==> config.mk <==
export PLATFORM = sky130hd
export DESIGN_NAME = pose_to_velocity_smoother_top
export DESIGN_NICKNAME = d
export VERILOG_FILES = /design/src/hdl/ptvs_pkg.sv /design/src/hdl/pose_to_velocity_smoother_top.sv /design/src/hdl/ptvs_rate_unit.sv
export SDC_FILE = /design/constraint.sdc
export NUM_CORES = 2
export LEC_CHECK = 0
export ABC_AREA = 1
export BUFFER_PORTS_ARGS = -buffer_cell sky130_fd_sc_hd__buf_2
export CORE_UTILIZATION = 45
export DETAILED_ROUTE_END_ITERATION = 10
export GPL_TIMING_DRIVEN = 0
export HOLD_SLACK_MARGIN = 0.08
export PLACE_DENSITY_LB_ADDON = 0.3
export SLEW_MARGIN = 20
export SYNTH_ARGS = -nofsm -noshare
export SYNTH_HDL_FRONTEND = slang
export SYNTH_SLANG_ARGS = --single-unit
export TNS_END_PERCENT = 30
==> constraint.sdc <==
create_clock -name clock -period 61.7 [get_ports clock]
set_input_delay 12.34 -clock clock [delete_from_list [all_inputs] [get_ports clock]]
set_output_delay 12.34 -clock clock [all_outputs]
set_load 0.005 [all_outputs]
==> src/hdl/ptvs_pkg.sv <==
// shared types, constants and helper functions for the pose to velocity smoother
// no dependencies; imported by every module in the project
package ptvs_pkg;

   // input word: one timestamped planar pose
   typedef struct packed {
      logic        [31:0] stamp_us;
      logic signed [31:0] pos_x;
      logic signed [31:0] pos_y;
      logic signed [15:0] heading;
   } req_word_type;

   // output word: middle pose and smoothed rates
   typedef struct packed {
      logic        [31:0] mid_stamp_us;
      logic signed [31:0] mid_pos_x;
      logic signed [31:0] mid_pos_y;
      logic signed [15:0] mid_heading;
      logic signed [31:0] vel_x;
      logic signed [31:0] vel_y;
      logic signed [31:0] yaw_rate;
   } rsp_word_type;

   // sequencer states of the top level
   typedef enum logic [2:0] {
      ST_IDLE,
      ST_RATE_GO,
      ST_RATE_WAIT,
      ST_SHIFT,
      ST_FIR,
      ST_ROT,
      ST_GAIN,
      ST_SEND
   } ptvs_state_type;

   // states of the serial rate unit
   typedef enum logic [2:0] {
      RU_IDLE,
      RU_MUL,
      RU_DIV,
      RU_SAT,
      RU_DONE
   } ptvs_ru_state_type;

   // configuration port
   localparam int CSR_IDX_W  = 3;
   localparam int CSR_DATA_W = 16;
   localparam logic [CSR_IDX_W-1:0] CSR_TRANSFORM = 3'd0;
   localparam logic [CSR_IDX_W-1:0] CSR_TAP_FIRST = 3'd1;

   // tap registers and their reset weights (normalised gaussian, sigma 2)
   localparam int NUM_TAP_REGS = 5;
   localparam int TAP_IDX_W    = 3;
   localparam logic [15:0] TAP_RESET [NUM_TAP_REGS] = '{
      16'd9992, 16'd14539, 16'd16474, 16'd14539, 16'd9992
   };

   // rate unit: magnitude times one million, then restoring division
   localparam int MUL_BITS = 20;
   localparam logic [MUL_BITS-1:0] US_PER_S = 20'd1000000;
   localparam int QUO_BITS = 53;

   // cordic rotation
   localparam int CORDIC_STEPS = 16;
   localparam int CX_W = 36;
   localparam int CZ_W = 25;
   localparam int GAIN_Q30 = 652032874;
   localparam logic [15:0] GAIN_LO = 16'(GAIN_Q30 % 32768);
   localparam logic [15:0] GAIN_HI = 16'(GAIN_Q30 / 32768);

   // wide accumulator and shared multiplier product
   localparam int ACC_W  = 68;
   localparam int PROD_W = 53;

   // arctangent table, 2^24 units per turn
   function automatic logic signed [CZ_W-1:0] cordic_atan(input logic [3:0] i);
      logic signed [CZ_W-1:0] r;
      case (i)
         4'd0:    r = 25'sd2097152;
         4'd1:    r = 25'sd1238021;
         4'd2:    r = 25'sd654136;
         4'd3:    r = 25'sd332050;
         4'd4:    r = 25'sd166669;
         4'd5:    r = 25'sd83416;
         4'd6:    r = 25'sd41718;
         4'd7:    r = 25'sd20860;
         4'd8:    r = 25'sd10430;
         4'd9:    r = 25'sd5215;
         4'd10:   r = 25'sd2608;
         4'd11:   r = 25'sd1304;
         4'd12:   r = 25'sd652;
         4'd13:   r = 25'sd326;
         4'd14:   r = 25'sd163;
         4'd15:   r = 25'sd81;
         default: r = 25'sd0;
      endcase
      return r;
   endfunction

   // saturate a wide signed value to 32 bits
   function automatic logic signed [31:0] sat32(input logic signed [ACC_W-1:0] v);
      logic signed [31:0] r;
      if (v > $signed({36'd0, 32'h7FFF_FFFF}))
         r = 32'sh7FFF_FFFF;
      else if (v < $signed({{36{1'b1}}, 32'h8000_0000}))
         r = 32'sh8000_0000;
      else
         r = v[31:0];
      return r;
   endfunction

endpackage

==> src/hdl/pose_to_velocity_smoother_top.sv <==
// pose to velocity smoother: finite difference rates, fir smoothing, optional rotation
// depends on ptvs_pkg and ptvs_rate_unit
// sequence per pose: three serial rates (start, multiply, divide, saturate, done each), shift,
// fir per channel, then rotation and gain when the transform bit is set, send; the first TAPS
// poses give no word; one pose at a time, req_stall is high until the word is sent
// reset clears the sequencer and control registers, not the datapath registers
module pose_to_velocity_smoother_top
   import ptvs_pkg::*;
#(
   parameter int TAPS = 5
)
(
   input  logic                  clock,
   input  logic                  reset,
   input  logic                  req_valid,
   output logic                  req_stall,
   input  req_word_type          req_word,
   output logic                  rsp_valid,
   input  logic                  rsp_stall,
   output rsp_word_type          rsp_word,
   input  logic                  csr_wr_en,
   input  logic [CSR_IDX_W-1:0]  csr_index,
   input  logic [CSR_DATA_W-1:0] csr_data
);

   localparam int FILL_W = $clog2(TAPS + 2);
   localparam int IDX_W  = $clog2(TAPS);
   localparam int CNT_W  = 5;
   localparam int MID    = TAPS / 2;

   ptvs_state_type state_ff, state_in;
   logic [FILL_W-1:0]   fill_ff;
   logic [CNT_W-1:0]    cnt_ff;
   logic [1:0]          ch_ff;
   logic                rsp_valid_ff;
   rsp_word_type        rsp_ff;
   logic                transform_ff;
   logic [15:0]         tap_ff [NUM_TAP_REGS];

   req_word_type        in_ff;
   logic [31:0]         stamp_ring_ff [TAPS];
   logic signed [31:0]  x_ring_ff     [TAPS];
   logic signed [31:0]  y_ring_ff     [TAPS];
   logic signed [15:0]  hd_ring_ff    [TAPS];
   logic signed [31:0]  vx_hist_ff    [TAPS];
   logic signed [31:0]  vy_hist_ff    [TAPS];
   logic signed [31:0]  wz_hist_ff    [TAPS];
   logic signed [31:0]  rate_new_ff   [3];
   logic signed [31:0]  fir_ff        [3];
   logic signed [ACC_W-1:0]  acc_ff;
   logic signed [PROD_W-1:0] prod_ff;
   logic signed [CX_W-1:0]   cx_ff, cy_ff;
   logic signed [CZ_W-1:0]   cz_ff;

   logic                ru_start, ru_done;
   logic signed [32:0]  ru_d;
   logic [31:0]         ru_dt;
   logic signed [31:0]  ru_rate;

   logic                accept, send;
   logic [FILL_W-1:0]   fill_next;
   logic                last_cnt;
   logic [IDX_W-1:0]    k_idx;
   logic [15:0]         tap_sel;
   logic signed [31:0]  hist_sel;
   logic signed [CX_W-1:0] mul_a;
   logic signed [16:0]  mul_b;
   logic [15:0]         dh16;
   logic [15:0]         ang, ang_off, resid;
   logic [1:0]          quad;
   logic signed [CX_W-1:0] x0, y0, xs, ys;
   logic [3:0]          step;
   logic signed [ACC_W-1:0] fir_sum, gain_sum;

   ptvs_rate_unit u_rate (
      .clock (clock),
      .reset (reset),
      .start (ru_start),
      .d     (ru_d),
      .dt    (ru_dt),
      .done  (ru_done),
      .rate  (ru_rate)
   );

   // handshake
   assign accept    = req_valid && !req_stall;
   assign send      = (state_ff == ST_SEND) && (!rsp_valid_ff || !rsp_stall);
   assign rsp_valid = rsp_valid_ff;
   assign rsp_word  = rsp_ff;
   assign fill_next = (fill_ff == FILL_W'(TAPS + 1)) ? fill_ff : fill_ff + 1'b1;

   // differences against the newest stored pose
   always_comb begin
      ru_dt = in_ff.stamp_us - stamp_ring_ff[TAPS-1];
      dh16  = in_ff.heading - hd_ring_ff[TAPS-1];
      case (ch_ff)
         2'd0:    ru_d = {in_ff.pos_x[31], in_ff.pos_x}
                       - {x_ring_ff[TAPS-1][31], x_ring_ff[TAPS-1]};
         2'd1:    ru_d = {in_ff.pos_y[31], in_ff.pos_y}
                       - {y_ring_ff[TAPS-1][31], y_ring_ff[TAPS-1]};
         default: ru_d = (dh16 == 16'h8000) ? 33'sd32768 : {{17{dh16[15]}}, dh16};
      endcase
   end

   // fir operand selection
   always_comb begin
      k_idx = (cnt_ff < CNT_W'(TAPS)) ? IDX_W'(cnt_ff) : '0;
      if (cnt_ff < CNT_W'(NUM_TAP_REGS) && cnt_ff < CNT_W'(TAPS))
         tap_sel = tap_ff[TAP_IDX_W'(cnt_ff)];
      else
         tap_sel = 16'd0;
      case (ch_ff)
         2'd0:    hist_sel = vx_hist_ff[k_idx];
         2'd1:    hist_sel = vy_hist_ff[k_idx];
         default: hist_sel = wz_hist_ff[k_idx];
      endcase
   end

   // shared multiplier operands: fir taps or cordic gain halves
   always_comb begin
      if (state_ff == ST_GAIN) begin
         mul_a = cnt_ff[1] ? cy_ff : cx_ff;
         mul_b = cnt_ff[0] ? $signed({1'b0, GAIN_HI}) : $signed({1'b0, GAIN_LO});
      end else begin
         mul_a = CX_W'(hist_sel);
         mul_b = $signed({1'b0, tap_sel});
      end
   end

   // quarter turn split and cordic step
   always_comb begin
      ang     = 16'd0 - in_ff.heading;
      ang_off = ang + 16'd8192;
      quad    = ang_off[15:14];
      resid   = ang - {quad, 14'd0};
      case (quad)
         2'd0:    begin x0 = CX_W'(fir_ff[0]);    y0 = CX_W'(fir_ff[1]);    end
         2'd1:    begin x0 = -CX_W'(fir_ff[1]);   y0 = CX_W'(fir_ff[0]);    end
         2'd2:    begin x0 = -CX_W'(fir_ff[0]);   y0 = -CX_W'(fir_ff[1]);   end
         default: begin x0 = CX_W'(fir_ff[1]);    y0 = -CX_W'(fir_ff[0]);   end
      endcase
      step = 4'(cnt_ff - 1'b1);
      xs   = cx_ff >>> step;
      ys   = cy_ff >>> step;
      fir_sum  = (acc_ff + ACC_W'(prod_ff) + ACC_W'(32768)) >>> 16;
      gain_sum = (acc_ff + (ACC_W'(prod_ff) <<< 15) + ACC_W'(536870912)) >>> 30;
   end

   // next state
   always_comb begin
      state_in = state_ff;
      case (state_ff)
         ST_IDLE: begin
            if (accept) state_in = (fill_ff == '0) ? ST_SHIFT : ST_RATE_GO;
         end
         ST_RATE_GO:   state_in = ST_RATE_WAIT;
         ST_RATE_WAIT: begin
            if (ru_done) state_in = (ch_ff == 2'd2) ? ST_SHIFT : ST_RATE_GO;
         end
         ST_SHIFT: begin
            state_in = (fill_next == FILL_W'(TAPS + 1)) ? ST_FIR : ST_IDLE;
         end
         ST_FIR: begin
            if (last_cnt && ch_ff == 2'd2) state_in = transform_ff ? ST_ROT : ST_SEND;
         end
         ST_ROT: begin
            if (last_cnt) state_in = ST_GAIN;
         end
         ST_GAIN: begin
            if (last_cnt) state_in = ST_SEND;
         end
         ST_SEND: begin
            if (send) state_in = ST_IDLE;
         end
         default: state_in = ST_IDLE;
      endcase
   end

   // sequencer outputs
   always_comb begin
      req_stall = (state_ff != ST_IDLE);
      ru_start  = (state_ff == ST_RATE_GO);
      case (state_ff)
         ST_FIR:  last_cnt = (cnt_ff == CNT_W'(TAPS));
         ST_ROT:  last_cnt = (cnt_ff == CNT_W'(CORDIC_STEPS));
         ST_GAIN: last_cnt = (cnt_ff == CNT_W'(4));
         default: last_cnt = 1'b0;
      endcase
   end

   // control registers and configuration
   always_ff @(posedge clock) begin
      if (reset) begin
         state_ff     <= ST_IDLE;
         fill_ff      <= '0;
         cnt_ff       <= '0;
         ch_ff        <= '0;
         rsp_valid_ff <= 1'b0;
         transform_ff <= 1'b0;
         for (int i = 0; i < NUM_TAP_REGS; i++) tap_ff[i] <= TAP_RESET[i];
      end else begin
         state_ff <= state_in;
         if (state_ff == ST_SHIFT) fill_ff <= fill_next;
         if (state_in != state_ff || last_cnt) cnt_ff <= '0;
         else                                  cnt_ff <= cnt_ff + 1'b1;
         if (accept) ch_ff <= 2'd0;
         else if (state_ff == ST_RATE_WAIT && ru_done && ch_ff != 2'd2) ch_ff <= ch_ff + 2'd1;
         else if (state_ff == ST_SHIFT) ch_ff <= 2'd0;
         else if (state_ff == ST_FIR && last_cnt) ch_ff <= ch_ff + 2'd1;
         if (send)           rsp_valid_ff <= 1'b1;
         else if (!rsp_stall) rsp_valid_ff <= 1'b0;
         if (csr_wr_en) begin
            if (csr_index == CSR_TRANSFORM)
               transform_ff <= csr_data[0];
            else if (csr_index >= CSR_TAP_FIRST
                     && csr_index < CSR_TAP_FIRST + CSR_IDX_W'(NUM_TAP_REGS)
                     && int'(csr_index) <= TAPS)
               tap_ff[TAP_IDX_W'(csr_index - CSR_TAP_FIRST)] <= csr_data;
         end
      end
   end

   // datapath
   always_ff @(posedge clock) begin
      prod_ff <= mul_a * mul_b;
      if (accept) in_ff <= req_word;
      case (state_ff)
         ST_RATE_WAIT: begin
            if (ru_done) rate_new_ff[ch_ff] <= ru_rate;
         end
         ST_SHIFT: begin
            for (int i = 0; i < TAPS - 1; i++) begin
               stamp_ring_ff[i] <= stamp_ring_ff[i+1];
               x_ring_ff[i]     <= x_ring_ff[i+1];
               y_ring_ff[i]     <= y_ring_ff[i+1];
               hd_ring_ff[i]    <= hd_ring_ff[i+1];
            end
            stamp_ring_ff[TAPS-1] <= in_ff.stamp_us;
            x_ring_ff[TAPS-1]     <= in_ff.pos_x;
            y_ring_ff[TAPS-1]     <= in_ff.pos_y;
            hd_ring_ff[TAPS-1]    <= in_ff.heading;
            if (fill_ff != '0) begin
               for (int i = 0; i < TAPS - 1; i++) begin
                  vx_hist_ff[i] <= vx_hist_ff[i+1];
                  vy_hist_ff[i] <= vy_hist_ff[i+1];
                  wz_hist_ff[i] <= wz_hist_ff[i+1];
               end
               vx_hist_ff[TAPS-1] <= rate_new_ff[0];
               vy_hist_ff[TAPS-1] <= rate_new_ff[1];
               wz_hist_ff[TAPS-1] <= rate_new_ff[2];
            end
         end
         ST_FIR: begin
            if (cnt_ff == '0)  acc_ff <= '0;
            else if (last_cnt) fir_ff[ch_ff] <= sat32(fir_sum);
            else               acc_ff <= acc_ff + ACC_W'(prod_ff);
         end
         ST_ROT: begin
            if (cnt_ff == '0) begin
               cx_ff <= x0;
               cy_ff <= y0;
               cz_ff <= {resid[15], resid, 8'd0};
            end else if (cz_ff >= 0) begin
               cx_ff <= cx_ff - ys;
               cy_ff <= cy_ff + xs;
               cz_ff <= cz_ff - cordic_atan(step);
            end else begin
               cx_ff <= cx_ff + ys;
               cy_ff <= cy_ff - xs;
               cz_ff <= cz_ff + cordic_atan(step);
            end
         end
         ST_GAIN: begin
            case (cnt_ff)
               5'd1:    acc_ff <= ACC_W'(prod_ff);
               5'd2:    fir_ff[0] <= sat32(gain_sum);
               5'd3:    acc_ff <= ACC_W'(prod_ff);
               5'd4:    fir_ff[1] <= sat32(gain_sum);
               default: begin
               end
            endcase
         end
         ST_SEND: begin
            if (send) begin
               rsp_ff.mid_stamp_us <= stamp_ring_ff[MID];
               rsp_ff.mid_pos_x    <= x_ring_ff[MID];
               rsp_ff.mid_pos_y    <= y_ring_ff[MID];
               rsp_ff.mid_heading  <= hd_ring_ff[MID];
               rsp_ff.vel_x        <= fir_ff[0];
               rsp_ff.vel_y        <= fir_ff[1];
               rsp_ff.yaw_rate     <= fir_ff[2];
            end
         end
         default: begin
         end
      endcase
   end

endmodule

==> src/hdl/ptvs_rate_unit.sv <==
// serial rate unit: rate = round(d * 1e6 / dt), saturated to 32 bits
// shift-add multiply one bit a cycle, restoring divide one bit a cycle; uses ptvs_pkg
module ptvs_rate_unit
   import ptvs_pkg::*;
(
   input  logic               clock,
   input  logic               reset,
   input  logic               start,
   input  logic signed [32:0] d,
   input  logic        [31:0] dt,
   output logic               done,
   output logic signed [31:0] rate
);

   ptvs_ru_state_type state_ff, state_in;
   logic [5:0]           cnt_ff;
   logic [32:0]          mag_ff;
   logic [QUO_BITS-1:0]  acc_ff;
   logic [31:0]          rem_ff;
   logic [31:0]          dt_ff;
   logic                 neg_ff;
   logic signed [31:0]   rate_ff;

   logic [QUO_BITS-1:0]  mul_step;
   logic [32:0]          trial;
   logic                 fits;
   logic [32:0]          qsat;

   // one multiply step and one divide step
   always_comb begin
      mul_step = {acc_ff[QUO_BITS-2:0], 1'b0}
               + (US_PER_S[5'(MUL_BITS - 1) - cnt_ff[4:0]] ? QUO_BITS'(mag_ff)
                                                           : {QUO_BITS{1'b0}});
      trial = {rem_ff, acc_ff[QUO_BITS-1]};
      fits  = trial >= {1'b0, dt_ff};
      qsat  = (acc_ff > QUO_BITS'(33'h0_8000_0000)) ? 33'h0_8000_0000 : acc_ff[32:0];
   end

   // next state
   always_comb begin
      state_in = state_ff;
      case (state_ff)
         RU_IDLE: begin
            if (start) state_in = (dt == 32'd0) ? RU_DONE : RU_MUL;
         end
         RU_MUL: begin
            if (cnt_ff == 6'(MUL_BITS - 1)) state_in = RU_DIV;
         end
         RU_DIV: begin
            if (cnt_ff == 6'(QUO_BITS - 1)) state_in = RU_SAT;
         end
         RU_SAT:  state_in = RU_DONE;
         RU_DONE: state_in = RU_IDLE;
         default: state_in = RU_IDLE;
      endcase
   end

   // outputs
   always_comb begin
      done = (state_ff == RU_DONE);
      rate = rate_ff;
   end

   // control
   always_ff @(posedge clock) begin
      if (reset) begin
         state_ff <= RU_IDLE;
         cnt_ff   <= '0;
      end else begin
         state_ff <= state_in;
         if (state_in != state_ff) cnt_ff <= '0;
         else                      cnt_ff <= cnt_ff + 6'd1;
      end
   end

   // datapath
   always_ff @(posedge clock) begin
      case (state_ff)
         RU_IDLE: begin
            if (start) begin
               dt_ff  <= dt;
               neg_ff <= d[32];
               mag_ff <= d[32] ? 33'(-d) : 33'(d);
               acc_ff <= '0;
               rem_ff <= '0;
               if (d == 33'sd0)   rate_ff <= 32'sd0;
               else if (d[32])    rate_ff <= 32'sh8000_0000;
               else               rate_ff <= 32'sh7FFF_FFFF;
            end
         end
         RU_MUL: begin
            if (cnt_ff == 6'(MUL_BITS - 1))
               acc_ff <= mul_step + QUO_BITS'(dt_ff >> 1);
            else
               acc_ff <= mul_step;
         end
         RU_DIV: begin
            rem_ff <= fits ? 32'(trial - {1'b0, dt_ff}) : trial[31:0];
            acc_ff <= {acc_ff[QUO_BITS-2:0], fits};
         end
         RU_SAT: begin
            if (neg_ff)
               rate_ff <= 32'(-qsat);
            else if (qsat > 33'h0_7FFF_FFFF)
               rate_ff <= 32'sh7FFF_FFFF;
            else
               rate_ff <= qsat[31:0];
         end
         default: begin
         end
      endcase
   end

endmodule
==> run metrics <==
Gates resized, CTS repair 0; post-synth cell types 73; CTS tree yes; Max clock buf depth 4; clock slew at reported path FFs 0.06 ns; DR iter-0 viols 12,200; TNS Setup 0 ns; RSZ-0062 raised after global routing false; final setup fails 0; drt first pass iters 11; vias in the first global route 101,000; Fmax 0.0670 GHz; Top FF cell, synth edfxtp_1; residual DRC count 4; Max Cap Violations 0; vias 105,000; CP Capture Type flip-flop; Ys Warns 0; width of the die 532 um; HP Class flip-flop to flip-flop; GP Congestion 1.02; Setup crit start kind primary input; setup bufs post-CTS 0; Root Buffer clkbuf_16; worst path required time 62.23 ns; Rel. slew slack 13.6%; failing checks DRC; core area 279,000 um^2; async set-or-reset flop fraction in the synthesized netlist 0%; Syn-to-layout area delta 12.4%; Via density 5.53; wirelength, routed 452,000 um; routed length per instance 23.8 um; synthesized area 126,000 um^2; clock insertion delay at the later pin of the skew report 0.95 ns; net count after synthesis 15,800; Num CTS Buffers 202; Site Rows 194; grt total ovfl 0; Crit Path Category primary input to flip-flop; share of cells above drive strength 1 7.61%; Initial Utilization 45.3%; layout net count 16,400; synthesized instance count 14,500; Post-synth EDFFs 1,765; fin crit share 24.2%; Max FO, Critical Path 16; #FFs+latches synth 1,842; dpl hpwl 366,000 um; status finished, violations left; clk sinks 1,842; Period minus WS final 14.92 ns; first-pass GRT wire length 661,000 um; CP arrival 15.45 ns; Total GRT Usage 31.5%; worst slew pin tran 1.30 ns; Slew Limit Fails 0; initial antenna violation count 25; worst clock skew 0.119 ns; Mean Syn Cell Area 8.75 um^2; Hold Fails Final Rpt 0; largest net degree at the start of global routing 35; final antenna-violating net count 0; hold_buf cts 0; area of the die 283,000 um^2; port buffer count 344; sequential share of the synthesized area 43.1%; Die Y 532 um; CTS H-tree lvls 4; # IOs 346; Layout fillers 26,100
[sequential cells by signal, indices dropped and copies added (netlist names), 48 cells and up]
name / count
fir_ff: 96
wz_hist_ff: 160
acc_ff: 68
stamp_ring_ff: 96
vy_hist_ff: 160
prod_ff: 53
y_ring_ff: 96
rate_new_ff: 96
u_rate.acc_ff: 53
vx_hist_ff: 160
rsp_word: 208
hd_ring_ff: 48
in_ff: 112
tap_ff: 89
x_ring_ff: 96
[synth_stat cells (all sizes together) (19+ instances only)]
master  instances  area share (%)
nand2        3658              11
inv          2278             6.8
edfxtp       1765              42
nor2         1271             3.9
a21oi         888             3.5
o21ai         767             3.0
ha            630             6.2
fa            556             8.8
nand3         506             2.1
xor2          327             2.3
clkbuf        280            0.83
xnor2         165             1.1
nand4         152            0.76
nor3          143            0.61
buf           126            0.53
a31oi         100            0.49
o211ai         81            0.48
o22ai          79            0.40
dfxtp          77             1.2
mux2i          66            0.52
or2            60            0.30
o221ai         59            0.41
nor4           52            0.26
o21a           42            0.25
a32o           34            0.27
a21o           28            0.17
o21bai         28            0.17
o31ai          28            0.17
a21boi         26            0.15
a211oi         23            0.14
a221oi         23            0.16
clkinv         19           0.056
[per-stage QoR]
stage,utilization [%],cell area [um^2],hold slack (ns),setup slack (ns),cells
after floorplan,-,126000,0.400,19.92,14500
after global routing,50.9,142000,0.356,46.60,19000
after detailed placement,48.4,135000,0.405,45.93,18600
after global placement,47.5,133000,0.400,3.05,18500
final,50.9,142000,0.339,46.78,19000
after CTS,50.8,142000,0.347,46.86,19000
[worst paths after layout]
kind                         start  slack (ns)  cells past startpoint                     to
max                          reset       46.78                      8           tap_ff[3][3]
min          stamp_ring_ff[0][143]        0.34                      0  stamp_ring_ff[0][111]
max reg2reg              cnt_ff[3]       49.40                     42            prod_ff[50]
min reg2reg  stamp_ring_ff[0][143]        0.34                      0  stamp_ring_ff[0][111]
[routing by layer]
layer	vias to the layer above	GRT usage (%)	wire length, um
li1	49100	-	-
met1	50200	43.3	189000
met2	5067	47.9	194000
met3	933	5.71	42300
met4	14	15.2	26800
met5	-	0	82
[worst max-delay path, cell delays in order]
cell and delay [ns]:
clkbuf_1 0.25, inv_1 0.32, o211ai_1 0.14, a211oi_1 0.26
nand2_1 0.17, nor2_1 0.65, clkinv_1 0.56, nand2_1 0.75
[cell families after synthesis]
family,count (synthesis),share of synthesized area (%)
AND/OR/NAND/NOR,5880,19.4
buffers and inverters,2703,8.17
AO/OA/AOI/OAI,2282,10.3
flip-flops,1842,43.1
adder cells (fa/ha/maj),1186,15.0
XOR/XNOR,492,3.41
multiplexers,66,0.522
[cells in the final DEF, fill, tap and decap left out, types with 58 or more instances in the layout]
| cell type | count |
|---|---|
| a31oi_1 | 88 |
| ha_1 | 630 |
| edfxtp_1 | 1765 |
| fa_1 | 556 |
| o22ai_1 | 78 |
| buf_2 | 417 |
| mux2i_1 | 66 |
| xnor2_1 | 165 |
| nand3_1 | 492 |
| or2_2 | 58 |
| a21oi_1 | 884 |
| nand2_4 | 58 |
| clkbuf_16 | 203 |
| o211ai_1 | 81 |
| nand2_1 | 3562 |
| xor2_1 | 327 |
| clkbuf_1 | 306 |
| nand4_1 | 151 |
| nor3_1 | 128 |
| nor2_1 | 1206 |
| dfxtp_1 | 77 |
| o21ai_0 | 744 |
| inv_1 | 2233 |
| o221ai_1 | 59 |
[cell type report]
| cell class | count | area (um^2) | share of cell area (%) |
|---|---|---|---|
| Inverter | 2297 | 8620 | 6.07 |
| Tap cell | 3724 | 4660 | 3.28 |
| Sequential cell | 1842 | 54500 | 38.4 |
| Clock buffer | 238 | 5240 | 3.69 |
| Antenna cell | 50 | 125 | 0.0880 |
| Multi-Input combinational cell | 9906 | 61900 | 43.5 |
| Timing Repair Buffer | 441 | 3780 | 2.66 |
| Clock inverter | 132 | 1560 | 1.09 |
| Buffer | 406 | 1730 | 1.22 |
Power is not shown: default switching activity piles up to over one toggle a cycle in this logic, so the estimate is an artifact.
